===== config.mk =====
export PLATFORM = sky130hd
export DESIGN_NAME = descending_bubble_sort_records_core
export DESIGN_NICKNAME = d
export VERILOG_FILES = /design/src/rtl/core/dbsr_pkg.sv /design/src/rtl/core/dbsr_ram.sv /design/src/rtl/core/descending_bubble_sort_records_core.sv
export SDC_FILE = /design/constraint.sdc
export NUM_CORES = 2
export LEC_CHECK = 0
export BUFFER_PORTS_ARGS = -buffer_cell sky130_fd_sc_hd__buf_2
export CAP_MARGIN = 20
export CORE_UTILIZATION = 25
export DETAILED_ROUTE_END_ITERATION = 10
export HOLD_SLACK_MARGIN = 0.05
export SLEW_MARGIN = 40
export SYNTH_ARGS = -nofsm -noshare
export SYNTH_HDL_FRONTEND = slang
export SYNTH_SLANG_ARGS = --single-unit
export TNS_END_PERCENT = 20

===== constraint.sdc =====
create_clock -name clk -period 5.79 [get_ports clk]
set_clock_uncertainty 0.1 [all_clocks]
set_input_delay 1.737 -clock clk [delete_from_list [all_inputs] [get_ports clk]]
set_output_delay 1.737 -clock clk [all_outputs]
set_load 0.1 [all_outputs]

===== src/rtl/core/dbsr_pkg.sv =====
// Shared types and constants of the descending bubble sort records block.
`timescale 1ns / 1ps

package dbsr_pkg;

  localparam int MAX_RECORDS = 64;
  localparam int ADDR_W      = $clog2(MAX_RECORDS);
  localparam int CNT_W       = $clog2(MAX_RECORDS + 1);

  localparam int TRIP_W  = 16;
  localparam int TAG_W   = 12;
  localparam int FIRST_W = 16;
  localparam int RANK_W  = 6;
  localparam int LIMIT_W = 7;
  localparam int REC_W   = TRIP_W + TAG_W + FIRST_W;

  localparam logic [LIMIT_W-1:0] LIMIT_RESET = 7'd10;

  localparam int IN_TDATA_W  = ((REC_W + 7) / 8) * 8;
  localparam int OUT_TDATA_W = ((REC_W + RANK_W + 7) / 8) * 8;

  typedef struct packed {
    logic [FIRST_W-1:0] first;
    logic [TAG_W-1:0]   tag;
    logic [TRIP_W-1:0]  trips;
  } rec_t;

  typedef enum logic [2:0] {
    ST_LOAD,
    ST_PSTART,
    ST_PLOAD,
    ST_PASS,
    ST_PEND,
    ST_EM_RD,
    ST_EM_LD
  } state_t;

endpackage


===== src/rtl/core/dbsr_ram.sv =====
// Generic single-write, single-read RAM with registered read data.
`timescale 1ns / 1ps

module dbsr_ram #(
  parameter int WIDTH = 8,
  parameter int DEPTH = 16
) (
  input  logic                     clk,
  input  logic                     we,
  input  logic [$clog2(DEPTH)-1:0] waddr,
  input  logic [WIDTH-1:0]         wdata,
  input  logic                     re,
  input  logic [$clog2(DEPTH)-1:0] raddr,
  output logic [WIDTH-1:0]         rdata
);

  logic [WIDTH-1:0] mem [DEPTH];

  always_ff @(posedge clk) begin
    if (we) begin
      mem[waddr] <= wdata;
    end
    if (re) begin
      rdata <= mem[raddr];
    end
  end

endmodule


===== src/rtl/core/descending_bubble_sort_records_core.sv =====
// Top level: record loader, single-comparator bubble sorter and ranked emitter.
`timescale 1ns / 1ps
// in_tready is high while the block is loading. The sort makes passes of span compares,
// one compare per cycle through the one comparator and the RAM's read and write ports, plus
// the states ST_PSTART, ST_PLOAD and ST_PEND per pass. Emitting reads each result from the
// store in ST_EM_RD and loads it into the output register in ST_EM_LD; the read waits until
// the output register is free. rst_n is synchronous and active low; it clears control state,
// empties the store and sets emit_limit to 10; the RAM itself is not cleared.

module descending_bubble_sort_records_core (
  input  logic                               clk,
  input  logic                               rst_n,
  // Input records.
  input  logic                               in_tvalid,
  output logic                               in_tready,
  // in_tdata, lowest bit up: trip_count[15:0], record_tag[11:0], first_count[15:0], zero pad.
  input  logic [dbsr_pkg::IN_TDATA_W-1:0]    in_tdata,
  input  logic                               in_tlast,   // last_in
  // Ranked results.
  output logic                               out_tvalid,
  input  logic                               out_tready,
  // out_tdata, lowest bit up: sorted_trips[15:0], sorted_tag[11:0], sorted_first[15:0],
  // rank[5:0], zero pad.
  output logic [dbsr_pkg::OUT_TDATA_W-1:0]   out_tdata,
  output logic                               out_tuser,  // overflow
  output logic                               out_tlast,  // last_out
  // Configuration: emit_limit.
  input  logic                               cfg_valid,
  output logic                               cfg_ready,
  input  logic [dbsr_pkg::LIMIT_W-1:0]       cfg_data
);

  import dbsr_pkg::*;

  state_t             state_r, state_nxt;
  logic [CNT_W-1:0]   fill_r, fill_nxt;
  logic               dropped_r, dropped_nxt;
  logic [LIMIT_W-1:0] emit_limit_r;
  logic [ADDR_W-1:0]  span_r, span_nxt;
  logic [ADDR_W-1:0]  idx_r, idx_nxt;
  logic               moved_r, moved_nxt;
  rec_t               cur_r, cur_nxt;
  logic [CNT_W-1:0]   k_r, k_nxt;
  logic [ADDR_W-1:0]  e_r, e_nxt;

  logic               out_valid_r, out_valid_nxt;
  rec_t               out_rec_r, out_rec_nxt;
  logic [RANK_W-1:0]  out_rank_r, out_rank_nxt;
  logic               out_ovf_r, out_ovf_nxt;
  logic               out_last_r, out_last_nxt;

  logic               ram_we, ram_re;
  logic [ADDR_W-1:0]  ram_waddr, ram_raddr;
  logic [REC_W-1:0]   ram_wdata, ram_rdata;
  rec_t               rd_rec, in_rec;

  logic               in_accept, out_accept;
  logic [CNT_W-1:0]   fill_after;
  logic [LIMIT_W-1:0] lim;
  logic               swap;

  assign in_accept  = in_tvalid && in_tready;
  assign out_accept = out_valid_r && out_tready;
  assign cfg_ready  = 1'b1;

  assign in_rec.trips = in_tdata[TRIP_W-1:0];
  assign in_rec.tag   = in_tdata[TRIP_W+TAG_W-1:TRIP_W];
  assign in_rec.first = in_tdata[REC_W-1:TRIP_W+TAG_W];
  assign rd_rec       = rec_t'(ram_rdata);

  // The only comparator of the sorter: the left neighbor is pushed right when it is
  // strictly smaller, so equal trip counts never swap.
  assign swap = cur_r.trips < rd_rec.trips;

  // A limit of zero means one record.
  assign lim = (emit_limit_r == '0) ? LIMIT_W'(1) : emit_limit_r;

  dbsr_ram #(
    .WIDTH(REC_W),
    .DEPTH(MAX_RECORDS)
  ) u_store (
    .clk   (clk),
    .we    (ram_we),
    .waddr (ram_waddr),
    .wdata (ram_wdata),
    .re    (ram_re),
    .raddr (ram_raddr),
    .rdata (ram_rdata)
  );

  always_ff @(posedge clk) begin
    if (!rst_n) begin
      state_r      <= ST_LOAD;
      fill_r       <= '0;
      dropped_r    <= 1'b0;
      emit_limit_r <= LIMIT_RESET;
      out_valid_r  <= 1'b0;
    end else begin
      state_r     <= state_nxt;
      fill_r      <= fill_nxt;
      dropped_r   <= dropped_nxt;
      out_valid_r <= out_valid_nxt;
      if (cfg_valid && cfg_ready) begin
        emit_limit_r <= cfg_data;
      end
    end
  end

  always_ff @(posedge clk) begin
    span_r     <= span_nxt;
    idx_r      <= idx_nxt;
    moved_r    <= moved_nxt;
    cur_r      <= cur_nxt;
    k_r        <= k_nxt;
    e_r        <= e_nxt;
    out_rec_r  <= out_rec_nxt;
    out_rank_r <= out_rank_nxt;
    out_ovf_r  <= out_ovf_nxt;
    out_last_r <= out_last_nxt;
  end

  // Sequencer. A pass keeps the record that is bubbling rightward in cur_r, reads the next
  // entry each cycle and writes back the record that stays behind one place to the left,
  // so the store sees one read and one write per compare at different addresses.
  always_comb begin
    state_nxt     = state_r;
    fill_nxt      = fill_r;
    dropped_nxt   = dropped_r;
    span_nxt      = span_r;
    idx_nxt       = idx_r;
    moved_nxt     = moved_r;
    cur_nxt       = cur_r;
    k_nxt         = k_r;
    e_nxt         = e_r;
    out_valid_nxt = out_accept ? 1'b0 : out_valid_r;
    out_rec_nxt   = out_rec_r;
    out_rank_nxt  = out_rank_r;
    out_ovf_nxt   = out_ovf_r;
    out_last_nxt  = out_last_r;
    ram_we        = 1'b0;
    ram_waddr     = '0;
    ram_wdata     = '0;
    ram_re        = 1'b0;
    ram_raddr     = '0;
    fill_after    = fill_r;
    in_tready     = (state_r == ST_LOAD);

    unique case (state_r)
      ST_LOAD: begin
        if (in_accept) begin
          if (fill_r < CNT_W'(MAX_RECORDS)) begin
            ram_we     = 1'b1;
            ram_waddr  = ADDR_W'(fill_r);
            ram_wdata  = in_rec;
            fill_after = fill_r + CNT_W'(1);
          end else begin
            dropped_nxt = 1'b1;
          end
          fill_nxt = fill_after;
          if (in_tlast) begin
            k_nxt = (lim > LIMIT_W'(fill_after)) ? fill_after : CNT_W'(lim);
            e_nxt = '0;
            if (fill_after < CNT_W'(2)) begin
              state_nxt = ST_EM_RD;
            end else begin
              span_nxt  = ADDR_W'(fill_after - CNT_W'(1));
              state_nxt = ST_PSTART;
            end
          end
        end
      end
      ST_PSTART: begin
        ram_re    = 1'b1;
        ram_raddr = '0;
        moved_nxt = 1'b0;
        state_nxt = ST_PLOAD;
      end
      ST_PLOAD: begin
        cur_nxt   = rd_rec;
        ram_re    = 1'b1;
        ram_raddr = ADDR_W'(1);
        idx_nxt   = ADDR_W'(1);
        state_nxt = ST_PASS;
      end
      ST_PASS: begin
        ram_we    = 1'b1;
        ram_waddr = idx_r - ADDR_W'(1);
        if (swap) begin
          ram_wdata = rd_rec;
          moved_nxt = 1'b1;
        end else begin
          ram_wdata = cur_r;
          cur_nxt   = rd_rec;
        end
        if (idx_r == span_r) begin
          state_nxt = ST_PEND;
        end else begin
          ram_re    = 1'b1;
          ram_raddr = idx_r + ADDR_W'(1);
          idx_nxt   = idx_r + ADDR_W'(1);
        end
      end
      ST_PEND: begin
        ram_we    = 1'b1;
        ram_waddr = span_r;
        ram_wdata = cur_r;
        span_nxt  = span_r - ADDR_W'(1);
        if (moved_r && span_r != ADDR_W'(1)) begin
          state_nxt = ST_PSTART;
        end else begin
          e_nxt     = '0;
          state_nxt = ST_EM_RD;
        end
      end
      ST_EM_RD: begin
        // Read the next rank only once the output register is free by the next edge.
        if (!out_valid_r || out_tready) begin
          ram_re    = 1'b1;
          ram_raddr = e_r;
          state_nxt = ST_EM_LD;
        end
      end
      ST_EM_LD: begin
        out_valid_nxt = 1'b1;
        out_rec_nxt   = rd_rec;
        out_rank_nxt  = RANK_W'(e_r);
        out_ovf_nxt   = dropped_r;
        out_last_nxt  = (CNT_W'(e_r) + CNT_W'(1)) == k_r;
        if ((CNT_W'(e_r) + CNT_W'(1)) == k_r) begin
          fill_nxt    = '0;
          dropped_nxt = 1'b0;
          state_nxt   = ST_LOAD;
        end else begin
          e_nxt     = e_r + ADDR_W'(1);
          state_nxt = ST_EM_RD;
        end
      end
      default: begin
        state_nxt = ST_LOAD;
      end
    endcase
  end

  assign out_tvalid = out_valid_r;
  assign out_tdata  = {{(OUT_TDATA_W - REC_W - RANK_W){1'b0}}, out_rank_r,
                       out_rec_r.first, out_rec_r.tag, out_rec_r.trips};
  assign out_tuser  = out_ovf_r;
  assign out_tlast  = out_last_r;

  // The store never holds more than its capacity.
  a_fill_bound: assert property (@(posedge clk) disable iff (!rst_n)
    fill_r <= CNT_W'(MAX_RECORDS))
    else $error("fill count beyond capacity");

  // A compare step always addresses a live pair inside the current pass.
  a_pass_index: assert property (@(posedge clk) disable iff (!rst_n)
    (state_r == ST_PASS) |-> (idx_r != '0 && idx_r <= span_r))
    else $error("pass index outside the pass span");

  // A result is loaded only right after its read and never over a waiting result.
  a_emit_load: assert property (@(posedge clk) disable iff (!rst_n)
    (state_r == ST_EM_LD) |-> ($past(state_r) == ST_EM_RD && !out_valid_r))
    else $error("result loaded over a pending result");

  // The block takes no new record while it sorts or emits.
  a_busy_no_accept: assert property (@(posedge clk) disable iff (!rst_n)
    (state_r != ST_LOAD) |-> !in_tready)
    else $error("input accepted while busy");

  // The last result of a run carries rank k-1.
  a_last_rank: assert property (@(posedge clk) disable iff (!rst_n)
    (state_r == ST_EM_LD && (CNT_W'(e_r) + CNT_W'(1)) == k_r) |=>
      (out_tlast && out_rank_r == RANK_W'($past(e_r))))
    else $error("last marker on the wrong rank");

endmodule


==> flow_summary.json <==
{
  "status": "finished clean",
  "start_kind": "input port",
  "cts_buffer_depth": 4,
  "drc": 0,
  "numCtsBuffers": 283,
  "start_util_pct": 25.1,
  "synth_area_leaders": "edfxtp_1 74%, nand2_1 6.9%, nand3_1 4.0%",
  "synth_top_area_share_pct": 74.3,
  "timing.fmax_mhz": 210,
  "postSynthAreaPerCell_sq_um": 13.9,
  "yosysMostFrequentCell": "edfxtp_1",
  "layout_min_cycle_time_ps": 4770,
  "drive_above_1_share_pct": 12.6,
  "setup.worst_path.end": "u_store.rdata[41]$_DFFE_PP_",
  "insertion_delay_ps": 870,
  "placed_area_sq_um": 133000,
  "viasPerCell": 4.80,
  "grtUsageTotal_pct": 13.4,
  "finalSetupViolations": 0,
  "drv_cap": 0,
  "cts_tree": "yes",
  "synth_cell_types": 85,
  "cp-end-kind": "register",
  "via_count": 74700,
  "worst-r2r-cell-count": 12,
  "cts_resized": 0,
  "syn_inst": 8669,
  "die_height_um": 696,
  "ys_seq_area_share_pct": 74.7,
  "crit_type": "input port to register",
  "port_buffers": 110,
  "grt_antenna_before_repair": 8,
  "r2r_slack_ps": 1100,
  "grt_max_degree": 97,
  "powerDensity_nw_per_um2": 361,
  "synth.largest_area_cell": "edfxtp_1",
  "startpoint": "out_tready",
  "synth_edf_count": 2982,
  "die_x_um": 696,
  "p_leak_nw": 46.7,
  "cp_max_fo": 54,
  "maxSlewHeadroom_pct": 43.9,
  "clk_pin_slew_ps": 60,
  "grt_pass1_vias": 72200,
  "pin_count": 122,
  "rsz0062_at_grt": "false",
  "grt_pass1_wl_um": 493000,
  "grt.overflow.total": 0,
  "fin_nets": 9036,
  "synth_area_sq_um": 120000,
  "place_hpwl_um": 195000,
  "place_congestion": 0.807,
  "slew_violations": 0,
  "cts-root-buf": "clkbuf_16",
  "post_cts_buffers": 0,
  "cts_hold_buf": 0,
  "finish.utilization_pct": 29.5,
  "synth_warnings": 0,
  "min_path_type": "register to register",
  "core-area_sq_um": 479000,
  "finalWirelength_um": 339000,
  "die-area_sq_um": 485000,
  "drtIter0Drc": 7958,
  "setup_tns_ps": 0,
  "period_share_pct": 82.4,
  "synth_ff_type": "edfxtp_1",
  "num_rows": 254,
  "tightest_slew_ps": 841,
  "ys_top_cells_by_count": "2982 x edfxtp_1, 2212 x nand2_1, 966 x nand3_1, 276 x buf_2, 258 x mux2i_1",
  "area_delta_synth_final_pct": 17.3,
  "r2r_start": "span_r[0]$_DFFE_PP_",
  "wl_per_cell_um": 21.8,
  "reg2reg_to": "u_store.rdata[3]$_DFFE_PP_",
  "ir_drop_uv": 258,
  "ant_nets": 0,
  "ctsHtreeMaxLevel": 5,
  "hold_path_depth": 0,
  "synth-seq-cells": 3001,
  "drtPass1Iterations": 6,
  "required_ps": 6370,
  "hold_violations": 0,
  "design_area_sq_um": 141000,
  "async_flop_share_pct": 0,
  "clock_sinks": 3001,
  "crit_arrival_ps": 5350
}
-- where the power goes --
group / internal [W] / total (W) / switching, W / leakage [nW]
clock: 0.00983 / 0.0178 / 0.00794 / 4.17
combinational: 0.00208 / 0.00736 / 0.00528 / 15.0
sequential: 0.0255 / 0.0259 / 0.000368 / 27.5
-- per-stage QoR --
stage / total power (W) / hold slack (ps) / cells / worst slack, ps
2_1_floorplan: 0.0304 / 309 / 8674 / 107
3_3_place_gp: 0.0336 / 333 / 15000 / 56.0
3_5_place_dp: 0.0337 / 343 / 15100 / 281
4_1_cts: 0.0512 / 363 / 15600 / 1150
5_1_grt: 0.0526 / 367 / 15600 / 893
6_report: 0.0510 / 364 / 15600 / 1020
-- state kept, by name, indices dropped and copies added, names as in the netlist, 3 cells and up --
register,cells
u_store.mem,2816
emit_limit_r,7
out_rank_r,6
out_tdata,44
k_r,7
cur_r,44
idx_r,6
e_r,6
state_r,3
u_store.rdata,44
span_r,6
fill_r,7
-- final cells by class --
type	instances	area [sq um]
repair buffers	568	5600
well taps	6400	8010
flip-flops and latches	3001	89900
clock inverters	128	940
inverters	109	412
diodes	2	5.00
multi-input cells	4982	28800
fillers	47800	338000
clock buffers	367	7620
-- layout by cell type, fill, tap and decap left out, types with 111 or more instances in the layout --
| master | instances |
|---|---|
| and3_1 | 160 |
| buf_4 | 320 |
| mux2i_1 | 258 |
| clkbuf_16 | 293 |
| a311oi_1 | 154 |
| a21oi_1 | 111 |
| buf_12 | 120 |
| nand2_1 | 2212 |
| nand3_1 | 966 |
| edfxtp_1 | 2982 |
-- worst min-delay path by stage --
stage | start | to | slack (ps)
floorplan | dropped_r$_SDFFE_PN0P_ | out_tuser$_DFFE_PP_ | 310
global placement | dropped_r$_SDFFE_PN0P_ | out_tuser$_DFFE_PP_ | 330
detailed placement | dropped_r$_SDFFE_PN0P_ | out_tuser$_DFFE_PP_ | 340
CTS | dropped_r$_SDFFE_PN0P_ | out_tuser$_DFFE_PP_ | 360
global route | dropped_r$_SDFFE_PN0P_ | out_tuser$_DFFE_PP_ | 370
finish | dropped_r$_SDFFE_PN0P_ | out_tuser$_DFFE_PP_ | 360
-- worst max-delay path: stages --
cell,delay [ps]
buf_2,80
nor2b_1,100
buf_4,170
nor4b_1,640
or3_4,540
buf_12,250
buf_12,260
buf_12,220
nand2_1,70
nand3_1,70
nand2_1,60
o211ai_1,250
a21oi_1,210
o311ai_1,370
buf_4,220
-- metal layers --
layer / global-route usage, % / wire length (um) / vias up
li1: - / - / 33000
met1: 17.8 / 140000 / 37900
met3: 2.00 / 26800 / 595
met5: 0 / 0 / -
met4: 3.96 / 9300 / 0
met2: 22.7 / 163000 / 3172
-- cells by family after synthesis --
kind of cell | count (synthesis) | share of synthesized area (%)
other | 2 | 0.00623
AOI/OAI and AO/OA | 918 | 5.79
xor gates and xnor gates | 32 | 0.233
adders and majority gates | 30 | 0.312
muxes | 319 | 3.09
DFF | 3001 | 74.7
buffers and inverters | 691 | 2.72
and+or+nand+nor | 3676 | 13.2
Power figures use the tool's default switching activity.
